<file path="src/rtl/rchd_pkg.sv">
// Shared types, widths and helper functions for the rectangle corner
// Hausdorff distance block. Used by every module under rtl/.
`default_nettype none

package rchd_pkg;

  // Field and datapath widths.
  localparam int COORD_BITS = 12;
  localparam int FRAC_BITS  = 8;
  localparam int EDGE_W     = COORD_BITS + 1;          // x + width
  localparam int SQR_W      = 2 * EDGE_W;              // one squared gap
  localparam int SQ_W       = SQR_W + 1;               // dx^2 + dy^2
  localparam int SQRT_STEPS = COORD_BITS + 2 + FRAC_BITS;
  localparam int ROOT_W     = SQRT_STEPS;
  localparam int REM_W      = ROOT_W + 2;
  localparam int SRC_W      = 2 * SQRT_STEPS;

  // Output field widths and bus widths.
  localparam int DIST_W     = 22;
  localparam int DSQ_W      = 27;
  localparam int IN_W       = ((8 * COORD_BITS + 7) / 8) * 8;
  localparam int OUT_W      = ((DIST_W + DSQ_W + 7) / 8) * 8;

  typedef logic [COORD_BITS-1:0] coord_t;
  typedef logic [EDGE_W-1:0]     edge_t;
  typedef logic [SQR_W-1:0]      sqr_t;
  typedef logic [SQ_W-1:0]       sq_t;

  // One input beat.
  typedef struct packed {
    coord_t a_x;
    coord_t a_y;
    coord_t a_width;
    coord_t a_height;
    coord_t b_x;
    coord_t b_y;
    coord_t b_width;
    coord_t b_height;
  } rect_pair_t;

  // State carried along the square root chain.
  typedef struct packed {
    logic [SRC_W-1:0]  src;   // radicand digit pairs still to be consumed, top first
    logic [REM_W-1:0]  rem;   // partial remainder
    logic [ROOT_W-1:0] root;  // partial root
    sq_t               sq;    // squared distance, passed through
  } root_t;

  // Gap from coordinate p to the closed interval [lo, hi].
  function automatic edge_t gap(edge_t p, edge_t lo, edge_t hi);
    edge_t g;
    g = '0;
    if (p < lo) begin
      g = lo - p;
    end else if (p > hi) begin
      g = p - hi;
    end
    return g;
  endfunction

  function automatic sq_t min2(sq_t a, sq_t b);
    return (b < a) ? b : a;
  endfunction

endpackage

`default_nettype wire

</file>
<file path="src/rtl/rchd_front.sv">
// Front end of the distance pipeline: corner gaps, squares, per-direction
// minimum and final maximum, four register stages. Depends on rchd_pkg.
`default_nettype none

module rchd_front (
  input  wire logic                clk_i,
  input  wire logic                rst_ni,
  input  wire logic                valid_i,
  output logic                     ready_o,
  input  wire rchd_pkg::rect_pair_t pair_i,
  output logic                     valid_o,
  input  wire logic                ready_i,
  output rchd_pkg::root_t          root_o
);
  import rchd_pkg::*;

  localparam int NSTG = 4;

  logic [NSTG-1:0] v_q;
  logic [NSTG-1:0] en;

  // Gaps: index [direction][corner side]; direction 0 is A corners to box B.
  edge_t gx_d [2][2];
  edge_t gy_d [2][2];
  edge_t gx_q [2][2];
  edge_t gy_q [2][2];
  sqr_t  sx_q [2][2];
  sqr_t  sy_q [2][2];
  sq_t   best_d [2];
  sq_t   best_q [2];
  sq_t   sq_q;

  edge_t ax0, ax1, ay0, ay1, bx0, bx1, by0, by1;

  // Stall chain: a stage moves when it is empty or its successor moves.
  always_comb begin
    en[NSTG-1] = !v_q[NSTG-1] || ready_i;
    for (int k = NSTG - 2; k >= 0; k--) begin
      en[k] = !v_q[k] || en[k+1];
    end
  end

  assign ready_o = en[0];
  assign valid_o = v_q[NSTG-1];

  always_ff @(posedge clk_i or negedge rst_ni) begin
    if (!rst_ni) begin
      v_q <= '0;
    end else begin
      if (en[0]) begin
        v_q[0] <= valid_i;
      end
      for (int k = 1; k < NSTG; k++) begin
        if (en[k]) begin
          v_q[k] <= v_q[k-1];
        end
      end
    end
  end

  // Stage 0: rectangle edges and the axis gaps of each corner coordinate.
  always_comb begin
    ax0 = EDGE_W'(pair_i.a_x);
    ay0 = EDGE_W'(pair_i.a_y);
    ax1 = EDGE_W'(pair_i.a_x) + EDGE_W'(pair_i.a_width);
    ay1 = EDGE_W'(pair_i.a_y) + EDGE_W'(pair_i.a_height);
    bx0 = EDGE_W'(pair_i.b_x);
    by0 = EDGE_W'(pair_i.b_y);
    bx1 = EDGE_W'(pair_i.b_x) + EDGE_W'(pair_i.b_width);
    by1 = EDGE_W'(pair_i.b_y) + EDGE_W'(pair_i.b_height);
    gx_d[0][0] = gap(ax0, bx0, bx1);
    gx_d[0][1] = gap(ax1, bx0, bx1);
    gy_d[0][0] = gap(ay0, by0, by1);
    gy_d[0][1] = gap(ay1, by0, by1);
    gx_d[1][0] = gap(bx0, ax0, ax1);
    gx_d[1][1] = gap(bx1, ax0, ax1);
    gy_d[1][0] = gap(by0, ay0, ay1);
    gy_d[1][1] = gap(by1, ay0, ay1);
  end

  // Stage 2 combinational: corner distances and the minimum per direction.
  always_comb begin
    for (int d = 0; d < 2; d++) begin
      best_d[d] = min2(min2(SQ_W'(sx_q[d][0]) + SQ_W'(sy_q[d][0]),
                            SQ_W'(sx_q[d][0]) + SQ_W'(sy_q[d][1])),
                       min2(SQ_W'(sx_q[d][1]) + SQ_W'(sy_q[d][0]),
                            SQ_W'(sx_q[d][1]) + SQ_W'(sy_q[d][1])));
    end
  end

  // Payload registers for the four stages.
  always_ff @(posedge clk_i) begin
    if (en[0]) begin
      gx_q <= gx_d;
      gy_q <= gy_d;
    end
    if (en[1]) begin
      for (int d = 0; d < 2; d++) begin
        for (int s = 0; s < 2; s++) begin
          sx_q[d][s] <= SQR_W'(gx_q[d][s]) * SQR_W'(gx_q[d][s]);
          sy_q[d][s] <= SQR_W'(gy_q[d][s]) * SQR_W'(gy_q[d][s]);
        end
      end
    end
    if (en[2]) begin
      best_q <= best_d;
    end
    if (en[3]) begin
      sq_q <= (best_q[0] > best_q[1]) ? best_q[0] : best_q[1];
    end
  end

  // Seed of the square root chain: radicand scaled by the fraction bits.
  always_comb begin
    root_o.src  = SRC_W'(sq_q) << (2 * FRAC_BITS);
    root_o.rem  = '0;
    root_o.root = '0;
    root_o.sq   = sq_q;
  end

endmodule

`default_nettype wire

</file>
<file path="config.mk">
export PLATFORM = sky130hd
export DESIGN_NAME = rchd_front
export DESIGN_NICKNAME = d
export VERILOG_FILES = /design/src/rtl/rchd_pkg.sv /design/src/rtl/rchd_front.sv
export SDC_FILE = /design/constraint.sdc
export NUM_CORES = 2
export LEC_CHECK = 0
export BUFFER_PORTS_ARGS = -buffer_cell sky130_fd_sc_hd__buf_2
export CAP_MARGIN = 30
export CELL_PAD_IN_SITES_DETAIL_PLACEMENT = 1
export CELL_PAD_IN_SITES_GLOBAL_PLACEMENT = 1
export CORE_ASPECT_RATIO = 0.5
export CORE_MARGIN = 1.5
export CORE_UTILIZATION = 56
export CTS_CLUSTER_DIAMETER = 200
export DETAILED_ROUTE_END_ITERATION = 7
export PLACE_DENSITY_LB_ADDON = 0.1
export SETUP_SLACK_MARGIN = 0.1
export SLEW_MARGIN = 20
export SYNTH_ARGS = -nofsm -noshare
export SYNTH_HDL_FRONTEND = slang
export SYNTH_SLANG_ARGS = --single-unit
</file>
<file path="constraint.sdc">
create_clock -name clk_i -period 13.86 [get_ports clk_i]
set_clock_uncertainty 0.05 [all_clocks]
set_input_delay 0 -clock clk_i [delete_from_list [all_inputs] [get_ports clk_i]]
set_output_delay 0 -clock clk_i [all_outputs]
set_load 0.02 [all_outputs]
</file>
Word level (Yosys, flattened, before mapping)
Memories as Yosys holds them, arrays and structs flattened.
Cells that the tools add are included.
{ "classes": {"n_reduce_logical": 8, "n_lt_le_gt_ge": 23, "n_addsub": 24, "mux": 25, "n_mul": 8} }
{ "ops": {"columns": ["cell", "n"], "rows": [
  ["$add A26 B26 Y27", 8],
  ["$mul A13 B13 Y26", 8],
  ["$mux W13", 16],
  ["$mux W27", 7],
  ["$lt A27 B27 Y1", 6],
  ["$add A12 B12 Y13", 4],
  ["$gt A12 B13 Y1", 4],
  ["$gt A13 B13 Y1", 4],
  ["$lt A13 B12 Y1", 4],
  ["$sub A12 B12 Y13", 4],
  ["$sub A12 B13 Y13", 4],
  ["$sub A13 B13 Y13", 4],
  ["$lt A12 B12 Y1", 4],
  ["$gt A27 B27 Y1", 1],
  ["$logic_not A1 Y1", 4],
  ["$logic_or A1 B1 Y1", 4],
  ["$mux W1", 2]
]} }
{ "totals": {"output_inout_bits": 119, "input_bits": 100, "mem_count": 2, "regBits": 189, "ram_bits": 208} }
{ "memory_table": {"columns": ["memory", "words", "width", "rd", "rd_ports_with_merged_regs", "write_ports", "line", "source"], "rows": [
  ["sx_q", 2, 52, 2, 0, 2, "rchd_front.sv:27", "sqr_t sx_q [2][2];"],
  ["sy_q", 2, 52, 2, 0, 2, "rchd_front.sv:28", "sqr_t sy_q [2][2];"]
]} }

Longest topological paths before layout
{ "logic_depth": {"word_depth": 6, "mapped_depth": 40, "ltp_nobuf": 37} }

Least setup slack after synthesis
No wires, ideal clock.
{ "synth_timing": {"path_kind": "reg2reg", "start": "register v_q[3]", "end": "memory sx_q[0][0] (netlist name) (enable)", "slack_ps": 6537, "path_stages_with_launch": 3, "setup_ps": 2096, "path_buffers": 0, "synth_period_minus_slack_ps": 7323, "arrival_time_ps": 5176, "t_required_ps": 11714, "path_cell_list": "dfrtp_1 > nor2b_1 > nand3_1"} }
{ "synth_rtl": {"columns": ["element", "line", "source"], "rows": [
  ["from (decl)", "rchd_front.sv:19", "logic [NSTG-1:0] v_q;"],
  ["from (signal, indexed assignment)", "rchd_front.sv:55", "v_q[k] <= v_q[k-1];"],
  ["to (decl)", "rchd_front.sv:27", null]
]} }

==> flow_summary.json <==
{
  "grt_pass1_wl_mm": 346,
  "synth_ff_type": "edfxtp_1",
  "hold_violations": 0,
  "dieWidth_um": 503,
  "dr.pass1.iters": 5,
  "syn_inst": 7458,
  "post_cts_buffers": 0,
  "via_per_inst": 5.87,
  "worstPathArrival_ns": 9.82,
  "cp_num_buf_inv": 2,
  "die_y_um": 253,
  "slowest_stage": "a211oi_1",
  "clkTransAtPathRegs_ns": 0.07,
  "drive_gt1_share_pct": 4.55,
  "rrSetupSlack_ns": 4.38,
  "fin_setup_tns_ns": 0,
  "reg2reg_to": "best_q[53]$_DFFE_PP_",
  "crit_path_end_kind": "flop",
  "route.detailed.drc": 0,
  "reg2regPathDepth": 34,
  "syn_area_per_cell_um2": 9.38,
  "drt_iter0_drc": 3469,
  "area_delta_synth_final_pct": 5.16,
  "yosys_warnings": 0,
  "overflow": 0,
  "placed_cell_area_um2": 71900,
  "final_net_count": 9486,
  "maxCapViolCount": 0,
  "clockBufferDepth": 3,
  "async_reset_ff_share_pct": 1.03,
  "start_util_pct": 56.6,
  "critPathTopFamily": "compound AO/OA/AOI/OAI gates",
  "io_buffers": 155,
  "grt_max_degree": 146,
  "max_freq_mhz": 105,
  "synth_edf_count": 385,
  "place_hpwl_mm": 189,
  "dp_slack_ns": 4.58,
  "worst-setup-path-type": "reg2reg",
  "cts-resized-gates": 0,
  "ys_seq_area_share_pct": 16.7,
  "antenna_found_initial": 22,
  "place.gp.congestion": 0.976,
  "synth_area_um2": 70000,
  "relSlewSlack_pct": 21.9,
  "tightest_slew_ns": 1.17,
  "cp.required_ns": 14.20,
  "drtAntennaViolNets": 0,
  "synth.distinct_cells": 79,
  "cp_max_fo": 49,
  "reg2reg_from": "sx_q[0][29]$_DFFE_PP_",
  "via_count": 54000,
  "boundaryPins": 219,
  "final_util_pct": 59.5,
  "wl_per_cell_um": 24.2,
  "antenna_cells": 0,
  "status": "finished, final reports clean",
  "routed_wirelength_mm": 222,
  "slowest_delay_ns": 0.61,
  "fin_crit_ns": 9.48,
  "nFillCells": 14200,
  "finalCritPeriodShare_pct": 68.4,
  "cts.root.buffer_cell": "clkbuf_16",
  "hp-start": "pair_i[37]",
  "rsz0062_at_grt": "no",
  "coreArea_um2": 124000,
  "min_path_type": "in2reg",
  "numCtsBuffers": 44,
  "placementRows": 91,
  "start_kind": "flop",
  "grt_pass1_vias": 60400,
  "track_usage_pct": 35.5,
  "clk_latency_ns": 0.66,
  "htree_levels": 2,
  "stdcell_area_um2": 73600,
  "worstHoldPathCells": 3,
  "die-area_um2": 127000,
  "setup_viol": 0,
  "cts_sinks": 389,
  "synth-seq-cells": 389,
  "whs_endpoint": "gx_q[14]$_DFFE_PP_",
  "cts_tree": "done",
  "setup_ws_ns": 4.38,
  "drv_slew": 0
}
cells by family after synthesis:
group | synth area share (%)
adders and majority gates | 42.5
and+or+nand+nor | 11.8
buffers and inverters | 9.43
AOI/OAI and AO/OA | 10.7
xor gates and xnor gates | 6.10
DFF | 16.7
muxes | 2.82
other | 0.00536
per-stage QoR:
stage | hold slack (ns) | cells
finish | 0.0462 | 9195
global route | 0.0509 | 9195
CTS | 0.0137 | 9192
detailed placement | -0.239 | 9104
global placement | -0.246 | 9104
floorplan | -0.346 | 7520
synthesized netlist by cell type (28+ instances only):
master	count	area, um^2
a211oi_1	56	420
a21boi_0	31	233
a21o_1	166	1250
a21oi_1	382	1910
a31oi_1	29	181
and2_1	378	2360
and3_1	35	219
buf_4	93	698
clkbuf_1	149	559
edfxtp_1	385	11600
fa_1	792	15900
ha_1	1109	13900
inv_1	1391	5220
mux2_2	38	428
mux2i_1	151	1510
nand2_1	425	1600
nand2b_1	56	350
nand3_1	74	370
nand4_1	47	294
nor2_1	350	1310
nor2b_1	108	676
nor3_1	87	435
o21a_1	64	480
o21ai_0	243	1220
o21bai_1	66	495
o31ai_1	28	210
or2_2	28	175
or3_1	28	175
xnor2_1	320	2800
xor2_1	162	1420
layer usage:
layer	global-route usage [%]	up-vias	part of all wire [%]	wire length (um)
met5	0	-	0.032	72
met4	13.3	12	4.1	9200
met3	4.45	394	5.9	13100
met2	60.5	1471	47	105000
met1	46.2	27700	43	94700
li1	-	24400	-	-
worst max-delay path by stage:
stage	start	end	slack, ns	cells past startpoint
after detailed placement	sx_q[0][29]$_DFFE_PP_	best_q[53]$_DFFE_PP_	4.58	34
after floorplan	v_q[3]$_DFFE_PN0P_	sx_q[0][0]$_DFFE_PP_	6.54	2
final	sx_q[0][29]$_DFFE_PP_	best_q[53]$_DFFE_PP_	4.38	34
after CTS	sx_q[0][29]$_DFFE_PP_	best_q[53]$_DFFE_PP_	4.50	34
after global placement	sx_q[0][29]$_DFFE_PP_	best_q[53]$_DFFE_PP_	4.84	34
after global routing	sx_q[0][29]$_DFFE_PP_	best_q[53]$_DFFE_PP_	3.77	34
sequential cells by signal (all words and copies together) (netlist names):
register / count
gx_q: 52
sq_q: 27
sx_q: 100
best_q: 54
gy_q: 52
v_q: 4
sy_q: 100
worst register-to-register path: cells and delay by family (launching register included):
family | cells | cell delay [ns]
AND/OR/NAND/NOR | 7 | 1.30
XOR/XNOR | 1 | 0.27
multiplexers | 1 | 0.38
adder cells (fa/ha/maj) | 4 | 1.33
buffers and inverters | 2 | 0.96
AO/OA/AOI/OAI | 19 | 4.54
flip-flops | 1 | 0.42
placed cells by master (no fill, tap or decap), types with 87 or more instances in the layout:
cell type / n
xnor2_1: 320
o21ai_0: 243
xor2_1: 162
a21oi_1: 381
edfxtp_1: 385
fa_1: 792
and2_1: 378
nor2_1: 350
nor3_1: 87
ha_1: 1109
a21o_1: 166
nand2_1: 424
buf_2: 155
inv_1: 1390
nor2b_1: 108
mux2i_1: 151
cell type report:
| class | instances | area [um^2] | share of cell area, % |
|---|---|---|---|
| tap | 1674 | 2090 | 2.85 |
| multi-input combinational | 5478 | 52000 | 70.7 |
| clock inverter | 33 | 428 | 0.581 |
| inverter | 1391 | 5220 | 7.09 |
| clock buffer | 49 | 1120 | 1.52 |
| sequential | 389 | 11700 | 15.8 |
| timing repair buffer | 181 | 1060 | 1.44 |
what timing repair did:
action                     4_1_cts  5_1_grt
hold buffers                     6        0
setup endpoints to repair        0        0
hold endpoints to repair        10        0
Power is left out: the tool's default activity adds up to more than one toggle a clock period on the data nets, which glitch-free logic cannot reach.
