`src/rtl/rchd_pkg.sv`:
```
// Shared types, widths and helper functions for the rectangle corner
// Hausdorff distance block. Used by every module under rtl/.
`default_nettype none

package rchd_pkg;

  // Field and datapath widths.
  localparam int COORD_BITS = 12;
  localparam int FRAC_BITS  = 8;
  localparam int EDGE_W     = COORD_BITS + 1;          // x + width
  localparam int SQR_W      = 2 * EDGE_W;              // one squared gap
  localparam int SQ_W       = SQR_W + 1;               // dx^2 + dy^2
  localparam int SQRT_STEPS = COORD_BITS + 2 + FRAC_BITS;
  localparam int ROOT_W     = SQRT_STEPS;
  localparam int REM_W      = ROOT_W + 2;
  localparam int SRC_W      = 2 * SQRT_STEPS;

  // Output field widths and bus widths.
  localparam int DIST_W     = 22;
  localparam int DSQ_W      = 27;
  localparam int IN_W       = ((8 * COORD_BITS + 7) / 8) * 8;
  localparam int OUT_W      = ((DIST_W + DSQ_W + 7) / 8) * 8;

  typedef logic [COORD_BITS-1:0] coord_t;
  typedef logic [EDGE_W-1:0]     edge_t;
  typedef logic [SQR_W-1:0]      sqr_t;
  typedef logic [SQ_W-1:0]       sq_t;

  // One input beat.
  typedef struct packed {
    coord_t a_x;
    coord_t a_y;
    coord_t a_width;
    coord_t a_height;
    coord_t b_x;
    coord_t b_y;
    coord_t b_width;
    coord_t b_height;
  } rect_pair_t;

  // State carried along the square root chain.
  typedef struct packed {
    logic [SRC_W-1:0]  src;   // radicand digit pairs still to be consumed, top first
    logic [REM_W-1:0]  rem;   // partial remainder
    logic [ROOT_W-1:0] root;  // partial root
    sq_t               sq;    // squared distance, passed through
  } root_t;

  // Gap from coordinate p to the closed interval [lo, hi].
  function automatic edge_t gap(edge_t p, edge_t lo, edge_t hi);
    edge_t g;
    g = '0;
    if (p < lo) begin
      g = lo - p;
    end else if (p > hi) begin
      g = p - hi;
    end
    return g;
  endfunction

  function automatic sq_t min2(sq_t a, sq_t b);
    return (b < a) ? b : a;
  endfunction

endpackage

`default_nettype wire

```
`src/rtl/rchd_sqrt_cell.sv`:
```
// One cell of the square root chain: resolves one root bit per beat and
// hands its partial result to the next cell. Depends on rchd_pkg.
`default_nettype none

module rchd_sqrt_cell (
  input  wire logic            clk_i,
  input  wire logic            rst_ni,
  input  wire logic            valid_i,
  output logic                 ready_o,
  input  wire rchd_pkg::root_t data_i,
  output logic                 valid_o,
  input  wire logic            ready_i,
  output rchd_pkg::root_t      data_o
);
  import rchd_pkg::*;

  logic                valid_q;
  logic                en;
  logic [REM_W+1:0]    rem_sh;
  logic [REM_W+1:0]    trial;
  logic                take;
  root_t               data_d;
  root_t               data_q;

  assign en      = !valid_q || ready_i;
  assign ready_o = en;
  assign valid_o = valid_q;
  assign data_o  = data_q;

  // Restoring step: bring down one digit pair, try 4*root+1.
  always_comb begin
    rem_sh      = {data_i.rem, data_i.src[SRC_W-1 -: 2]};
    trial       = {2'b00, data_i.root, 2'b01};
    take        = (rem_sh >= trial);
    data_d.rem  = take ? REM_W'(rem_sh - trial) : REM_W'(rem_sh);
    data_d.root = {data_i.root[ROOT_W-2:0], take};
    data_d.src  = {data_i.src[SRC_W-3:0], 2'b00};
    data_d.sq   = data_i.sq;
  end

  always_ff @(posedge clk_i or negedge rst_ni) begin
    if (!rst_ni) begin
      valid_q <= 1'b0;
    end else if (en) begin
      valid_q <= valid_i;
    end
  end

  always_ff @(posedge clk_i) begin
    if (en) begin
      data_q <= data_d;
    end
  end

endmodule

`default_nettype wire

```
`config.mk`:
```
export PLATFORM = sky130hd
export DESIGN_NAME = rchd_sqrt_cell
export DESIGN_NICKNAME = d
export VERILOG_FILES = /design/src/rtl/rchd_pkg.sv /design/src/rtl/rchd_sqrt_cell.sv
export SDC_FILE = /design/constraint.sdc
export NUM_CORES = 1
export LEC_CHECK = 0
export ABC_CLOCK_PERIOD_IN_PS = 7150
export BUFFER_PORTS_ARGS = -buffer_cell sky130_fd_sc_hd__buf_2
export CORE_ASPECT_RATIO = 0.75
export CORE_MARGIN = 2
export CORE_UTILIZATION = 51
export CTS_BUF_LIST = sky130_fd_sc_hd__clkbuf_16
export CTS_CLUSTER_SIZE = 20
export DETAILED_ROUTE_END_ITERATION = 6
export PLACE_DENSITY = 0.94
export SLEW_MARGIN = 20
export SYNTH_ARGS = -nofsm -noshare
export SYNTH_HDL_FRONTEND = slang
export SYNTH_SLANG_ARGS = --single-unit
```
`constraint.sdc`:
```
create_clock -name clk_i -period 7.15 [get_ports clk_i]
set_input_delay 1.43 -clock clk_i [delete_from_list [all_inputs] [get_ports clk_i]]
set_output_delay 1.43 -clock clk_i [all_outputs]
set_load 0.1 [all_outputs]
```
[Word level (Yosys, flattened, before mapping)]
Cells that the tools add are included.
Widths: inputs -> output; s select.
Storage, ports and cells
  logic and storage cells: 10
  input port bits: 121
  output and inout port bits: 119
  register bits: 116
Operators by class
  reduce and logical (&&, ||, !) cells: 2
  $add $sub $neg: 1
  magnitude comparators: 1
  mux-type cells: 1
Operators by type and width (number)
  $ge 26x24->1: 1
  $mux 24: 1
  $sub 24x24->24: 1
  $logic_not 1->1: 1
  $logic_or 1x1->1: 1

[Depth between registers and ports, before layout]
Gate-level depths: netlist of run 1.
  word-level depth: 2
  mapped depth: 10
  depth with buffers taken out: 9

[Worst setup path before layout of run 1]
No wires, ideal clock.
  kind: input to output
  start point: in ready_i
  end point: out ready_o
  arrival time: 4.926 ns
  path slack: 0.794 ns
  required time: 5.720 ns
  path buffers: 0
  stages on the path: 1
  cells stage by stage: nand2b_1
Between the ends
  longest elaborated chain between the ends: 1
Ends and longest elaborated chain
  from (decl): line rchd_sqrt_cell.sv:12  | input wire logic ready_i,
  $logic_or 1x1->1: line rchd_sqrt_cell.sv:25  | assign en = !valid_q || ready_i;
  to (decl): line rchd_sqrt_cell.sv:9  | output logic ready_o,
Every way passes these cells.

==> flow_summary.ini, run 1 <==
[run_status]
outcome = finished with violations
failed_checks = DRC

[grt]
grt_first_pass_wirelength_mm = 21.0
globalRoute.totalOverflow = 0
antenna_found_initial = 2
via_count_of_the_first_global_routing_pass = 4060
global_route.usage.total = 0.251
grt_max_degree = 68

[final_layout]
final_common_cell = sky130_fd_sc_hd__buf_2
area_growth_pct = 36.6
leading_cell_types_in_the_layout_fill_and_taps_excluded = 237 x sky130_fd_sc_hd__buf_2, 115 x sky130_fd_sc_hd__edfxtp_1, 26 x sky130_fd_sc_hd__inv_1
finish.instance_area_sq_mm = 0.00722
finalNetCount = 755
fillers = 707
final_core_utilization = 0.708
fraction_of_final_layout_cells_with_drive_strength_greater_than_1 = 0.485

[sta]
worst_clock_skew_ns = 0.00459
grt_setup_unrepaired = no
fin_crit_share = 0.594
setup_viol = 0
fin_hold_viols = 0
max_transition_viols_final = 0
transition_time_of_the_tightest_slew_check_pin_ns = 0.795
period_minus_slack_ns = 4.25
clock.fmax_ghz = 0.235
final.setup.tns_ns = 0
slew_headroom = 0.470

[critical_path]
worst_endpoint_data_arrival_time_ns = 4.40
cp_cell_sequence = buf_2, inv_1, ha_1, o21ai_0, nor2_1, or4b_4, a21oi_4, o21bai_4, a41oi_4, buf_4, mux2_2
crit_fanout = 18
cp_max_stage_delay_ns = 0.57
criticalPathCategory = input port to flop
worst_path_max_delay_cell = sky130_fd_sc_hd__or4b_4
critical_path.n_buffers_inverters = 3
critPathLaunchType = input port
kind_of_cell_adding_the_most_delay_to_the_critical_path = compound AO/OA/AOI/OAI gates
worstPathRequired_ns = 7.31
critPathCaptureType = flop

[floorplanning]
dieWidth_microns = 122
io_pins = 240
design.die.area_sq_mm = 0.0112
die_height_microns = 92.2
design.core.area_sq_mm = 0.0102
fp-row-count = 32
start_util = 0.518

[power_and_ir_drop]
combPwrFrac = 0.310
powerDensity_mw_per_mm2 = 348
power_frac_clock = 0.354
p_int_mw = 1.55
vdd_ir_drop_max_uv = 145
total_power_mw = 2.51
netSwitchingFraction = 0.385
power.static_leakage_nw = 3.22
netSwitchingPower_mw = 0.967
power.share.sequential = 0.336

[routing]
route.antenna.remaining_nets = 0
drt-pass1-iter-count = 7
via_count = 4025
detail_route.vias_per_cell = 5.30
drcViolationCount = 1
detailedRoute.firstIterationViolations = 376
wirelength_mm = 14.1
wl_per_cell_microns = 18.6

[cts]
cts_buffers = 17
cts_tree = done
clk_pin_slew_ns = 0.06
clock_tree.buffer_depth = 2
ctsHoldBuffers = 0
clock_latency_ns = 0.41
post_cts_resize_count = 0
cts.htree.levels = 4
cts.repair_timing.setup_buffer_count = 0
cell_chosen_for_the_clock_root = sky130_fd_sc_hd__clkbuf_16
cts_num_sinks = 116

[place]
dpl.hpwl_mm = 10.7
postPlaceCellArea_sq_mm = 0.00660
placement.io_buffers = 237
finalWeightedCongestion = 0.878

[synth]
async_flop_share = 0.00862
synth-warning-count = 0
synthesis.area_per_instance_sq_um = 14.7
ys_ff_latch = 116
synth.yosys.seq_area_share = 0.658
post_synth_edffs = 115
postSynth.topFlopCell = sky130_fd_sc_hd__edfxtp_1
synth_cells = 359
synthesis.area_sq_mm = 0.00529
synth_cell_type_count = 49

[min_path]
timing.hold.worst.class = input port to asynchronous set/reset pin

[flow_run]
max_cap_violations = 0
==> cells in the mapped netlist (all sizes together) (3+ instances only) <==
master,n,area [sq um]
clkbuf,4,15.0
nor2,18,67.6
a21oi,22,121
buf,4,55.1
o211ai,5,37.5
xor2,6,52.6
a21o,5,37.5
nor4,3,18.8
mux2,22,312
a211oi,4,35.0
nand2b,5,31.3
o21ai,13,65.1
nand2,21,78.8
xnor2,15,131
nor3,6,30.0
nand3,6,30.0
ha,24,300
edfxtp,115,3450
inv,26,97.6
==> power by group through the flow <==
stage	Clock, mW	Sequential [mW]	Combinational [mW]
after floorplan	0	1.33	0.178
after global placement	0	0.856	0.762
after detailed placement	0	0.859	0.775
after CTS	0.896	0.846	0.778
after global routing	0.929	0.851	0.804
final	0.888	0.845	0.778
==> logic make-up after synthesis <==
family,count (synthesis),synth area share
other,1,0.000709
xor gates and xnor gates,21,0.0348
and+or+nand+nor,72,0.0665
AOI/OAI and AO/OA,68,0.0913
adders and majority gates,24,0.0568
DFF,116,0.658
muxes,23,0.0608
buffers and inverters,34,0.0317
==> final timing paths <==
kind | from | endpoint | slack (ns) | cells past startpoint
max | data_i[33] | data_o[51] | 2.90 | 11
min | rst_ni | valid_o | 0.79 | 1
max reg2reg | valid_o | data_o[90] | 5.02 | 2
min reg2reg | valid_o | data_o[16] | 1.12 | 1
max in group asynchronous | rst_ni | valid_o | 6.28 | 1
min in group clk_i | valid_o | data_o[16] | 1.12 | 1
==> flip-flops by register name, summed over array words and instances, names as in the netlist <==
name	cells
data_o	115
valid_o	1
==> routing by layer <==
layer	part of all wire	up-vias	wire [microns]	global-route usage
met1	0.37	1916	5240	0.274
met3	0.098	35	1390	0.0976
li1	-	1866	-	-
met5	0.00092	-	13	0
met4	0.024	2	336	0.101
met2	0.51	206	7130	0.440
==> worst reg2reg max path, stage by stage (launching register included) <==
cell and delay, ns:
sky130_fd_sc_hd__dfrtp_1 0.40, sky130_fd_sc_hd__nand2b_4 0.55, sky130_fd_sc_hd__buf_4 0.78
==> through the flow <==
stage / hold WS [ns] / worst slack [ns] / cells
2_1_floorplan: 1.13 / 0.794 / 360
3_3_place_gp: 1.09 / 2.64 / 727
3_5_place_dp: 1.12 / 2.52 / 727
4_1_cts: 0.776 / 2.93 / 759
5_1_grt: 0.777 / 2.80 / 760
6_report: 0.789 / 2.90 / 760
==> layout make-up <==
class / count / area [sq um] / share of cell area
sequential: 116 / 3480 / 0.481
multi-input combinational: 210 / 1660 / 0.229
timing repair buffer: 239 / 1200 / 0.166
clock buffer: 17 / 425 / 0.0589
clock inverter: 15 / 194 / 0.0268
tap: 136 / 170 / 0.0236
inverter: 26 / 97.6 / 0.0135
antenna: 1 / 2.50 / 0.000346
Power figures use the tool's default switching activity.
==> run 2: changes to the inputs <==
- ABC_CLOCK_PERIOD_IN_PS: 7150 -> 3600
- CORE_UTILIZATION: 51 -> 43
- PLACE_DENSITY: 0.94 -> 0.85
- clock period: 7.15 -> 3.6 ns (I/O delays scaled with it)
==> run 2 against run 1 <==
The flow now finishes without violations. Hold slack worse by 0.72 ns. Die area is 18% higher. Sequential cell count stayed put. Critical endpoint unchanged. Largest cell class unchanged. Highest routed layer unchanged.
==> flow_summary.ini, run 2 (synthesis gave the netlist of run 1 again) <==
[run_status]
outcome = completed

[place]
postPlaceCellArea_sq_mm = 0.00669
placement.io_buffers = 237
dpl.hpwl_mm = 10.6
finalWeightedCongestion = 0.861

[cts]
ctsHoldBuffers = 0
cts_num_sinks = 116
cts_tree = done
clock_latency_ns = 0.41
clk_pin_slew_ns = 0.05
cts_buffers = 17
post_cts_resize_count = 0
cts.repair_timing.setup_buffer_count = 0
cts.htree.levels = 4
clock_tree.buffer_depth = 2
cell_chosen_for_the_clock_root = sky130_fd_sc_hd__clkbuf_16

[final_layout]
finish.instance_area_sq_mm = 0.00725
final_common_cell = sky130_fd_sc_hd__buf_2
leading_cell_types_in_the_layout_fill_and_taps_excluded = 237 x sky130_fd_sc_hd__buf_2, 115 x sky130_fd_sc_hd__edfxtp_1, 26 x sky130_fd_sc_hd__inv_1
finalNetCount = 760
fraction_of_final_layout_cells_with_drive_strength_greater_than_1 = 0.487
area_growth_pct = 37.0
largest_reg_flops = 115
multi_input_area_sq_mm = 0.00166
layout.area.seq_sq_mm = 0.00348
fillers = 961
antenna_cells_inserted = 0

[critical_path]
critPathCaptureType = flop
worstPathRequired_ns = 3.76
crit_fanout = 11
criticalPathCategory = input port to flop
critPathLaunchType = input port
worst_endpoint_data_arrival_time_ns = 3.25

[grt]
globalRoute.totalOverflow = 0
via_count_of_the_first_global_routing_pass = 3891
grt_first_pass_wirelength_mm = 20.9
global_route.usage.total = 0.208
antenna_found_initial = 2
grt_max_degree = 60

[sta]
fin_hold_viols = 0
slew_headroom = 0.503
transition_time_of_the_tightest_slew_check_pin_ns = 0.745
fin_crit_share = 0.858
final.setup.tns_ns = 0
clock.fmax_ghz = 0.324
max_transition_viols_final = 0
period_minus_slack_ns = 3.09
worst_clock_skew_ns = 0.00575
grt_setup_unrepaired = no
setup_viol = 0
hold_slack_ns = 0.0704

[floorplanning]
die_height_microns = 100
design.core.area_sq_mm = 0.0121
design.die.area_sq_mm = 0.0132
start_util = 0.436
io_pins = 240
fp-row-count = 35
dieWidth_microns = 132

[routing]
wirelength_mm = 13.7
via_count = 3926
wl_per_cell_microns = 17.3
drcViolationCount = 0
detailedRoute.firstIterationViolations = 218
detail_route.vias_per_cell = 4.94
route.antenna.remaining_nets = 0
drt-pass1-iter-count = 4

[power_and_ir_drop]
total_power_mw = 4.80
powerDensity_mw_per_mm2 = 663
power.static_leakage_nw = 3.23
vdd_ir_drop_max_uv = 333

[flow_run]
max_cap_violations = 0

[min_path]
timing.hold.worst.class = input port to asynchronous set/reset pin
==> run 2: cell types whose count changed in the layout (fill, tap and decap cells not counted) <==
cell                         change
sky130_fd_sc_hd__clkinv_1        +1
sky130_fd_sc_hd__clkinvlp_4      -2
sky130_fd_sc_hd__inv_8           -2
sky130_fd_sc_hd__clkinv_4        +5
sky130_fd_sc_hd__buf_4           +4
sky130_fd_sc_hd__bufinv_16       -2
sky130_fd_sc_hd__inv_6           -3
sky130_fd_sc_hd__diode_2         -1
sky130_fd_sc_hd__clkinv_2        +3
sky130_fd_sc_hd__buf_12          +1
==> run 2: layer usage <==
metal,vias up,GRT usage,routed length [microns],share of wire
met3,20,0.0747,1150,0.084
met2,166,0.360,6910,0.50
li1,1872,-,-,-
met4,4,0.0602,144,0.011
met5,-,0,21,0.0015
met1,1864,0.249,5490,0.40
==> run 2: through the flow <==
step / cells / utilization / setup WS (ns)
final: 794 / 0.598 / 0.510
after global routing: 794 / 0.598 / 0.407
after CTS: 794 / 0.598 / 0.528
after detailed placement: 762 / 0.552 / 0.0964
after global placement: 762 / 0.552 / 0.203
after floorplan: 360 / - / 0.207
==> run 2: worst paths after layout <==
path                            startpoint    endpoint  slack [ns]  cells after the start
worst min register to register     valid_o     valid_o        1.05                      3
worst min-delay path                rst_ni     valid_o        0.07                      1
worst max register to register     valid_o  data_o[12]        2.07                      2
min in group clk_i              data_i[83]  data_o[85]        0.48                      1
max in group asynchronous           rst_ni     valid_o        3.45                      1
worst max-delay path            data_i[29]  data_o[51]        0.51                     11
==> run 2: power breakdown <==
group / internal (mW) / switching [mW] / leakage (nW) / total [mW]
Combinational: 0.319 / 1.22 / 1.79 / 1.54
Clock: 0.951 / 0.630 / 0.279 / 1.58
Sequential: 1.65 / 0.0334 / 1.17 / 1.68
==> run 2: worst max-delay path, stage by stage <==
cell and delay, ns:
sky130_fd_sc_hd__buf_2 0.09, sky130_fd_sc_hd__inv_1 0.04, sky130_fd_sc_hd__ha_1 0.35, sky130_fd_sc_hd__a21oi_1 0.26
sky130_fd_sc_hd__nor2b_1 0.11, sky130_fd_sc_hd__or4b_4 0.52, sky130_fd_sc_hd__a21oi_4 0.20, sky130_fd_sc_hd__o21bai_4 0.09
sky130_fd_sc_hd__a41oi_4 0.24, sky130_fd_sc_hd__buf_4 0.26, sky130_fd_sc_hd__mux2_2 0.35
==> run 2: area by class of cell <==
| type | count | share of cell area |
|---|---|---|
| multi-input combinational | 210 | 0.228 |
| sequential | 116 | 0.480 |
| inverter | 26 | 0.0135 |
| clock buffer | 17 | 0.0587 |
| timing repair buffer | 244 | 0.173 |
| clock inverter | 15 | 0.0183 |
| tap | 166 | 0.0287 |
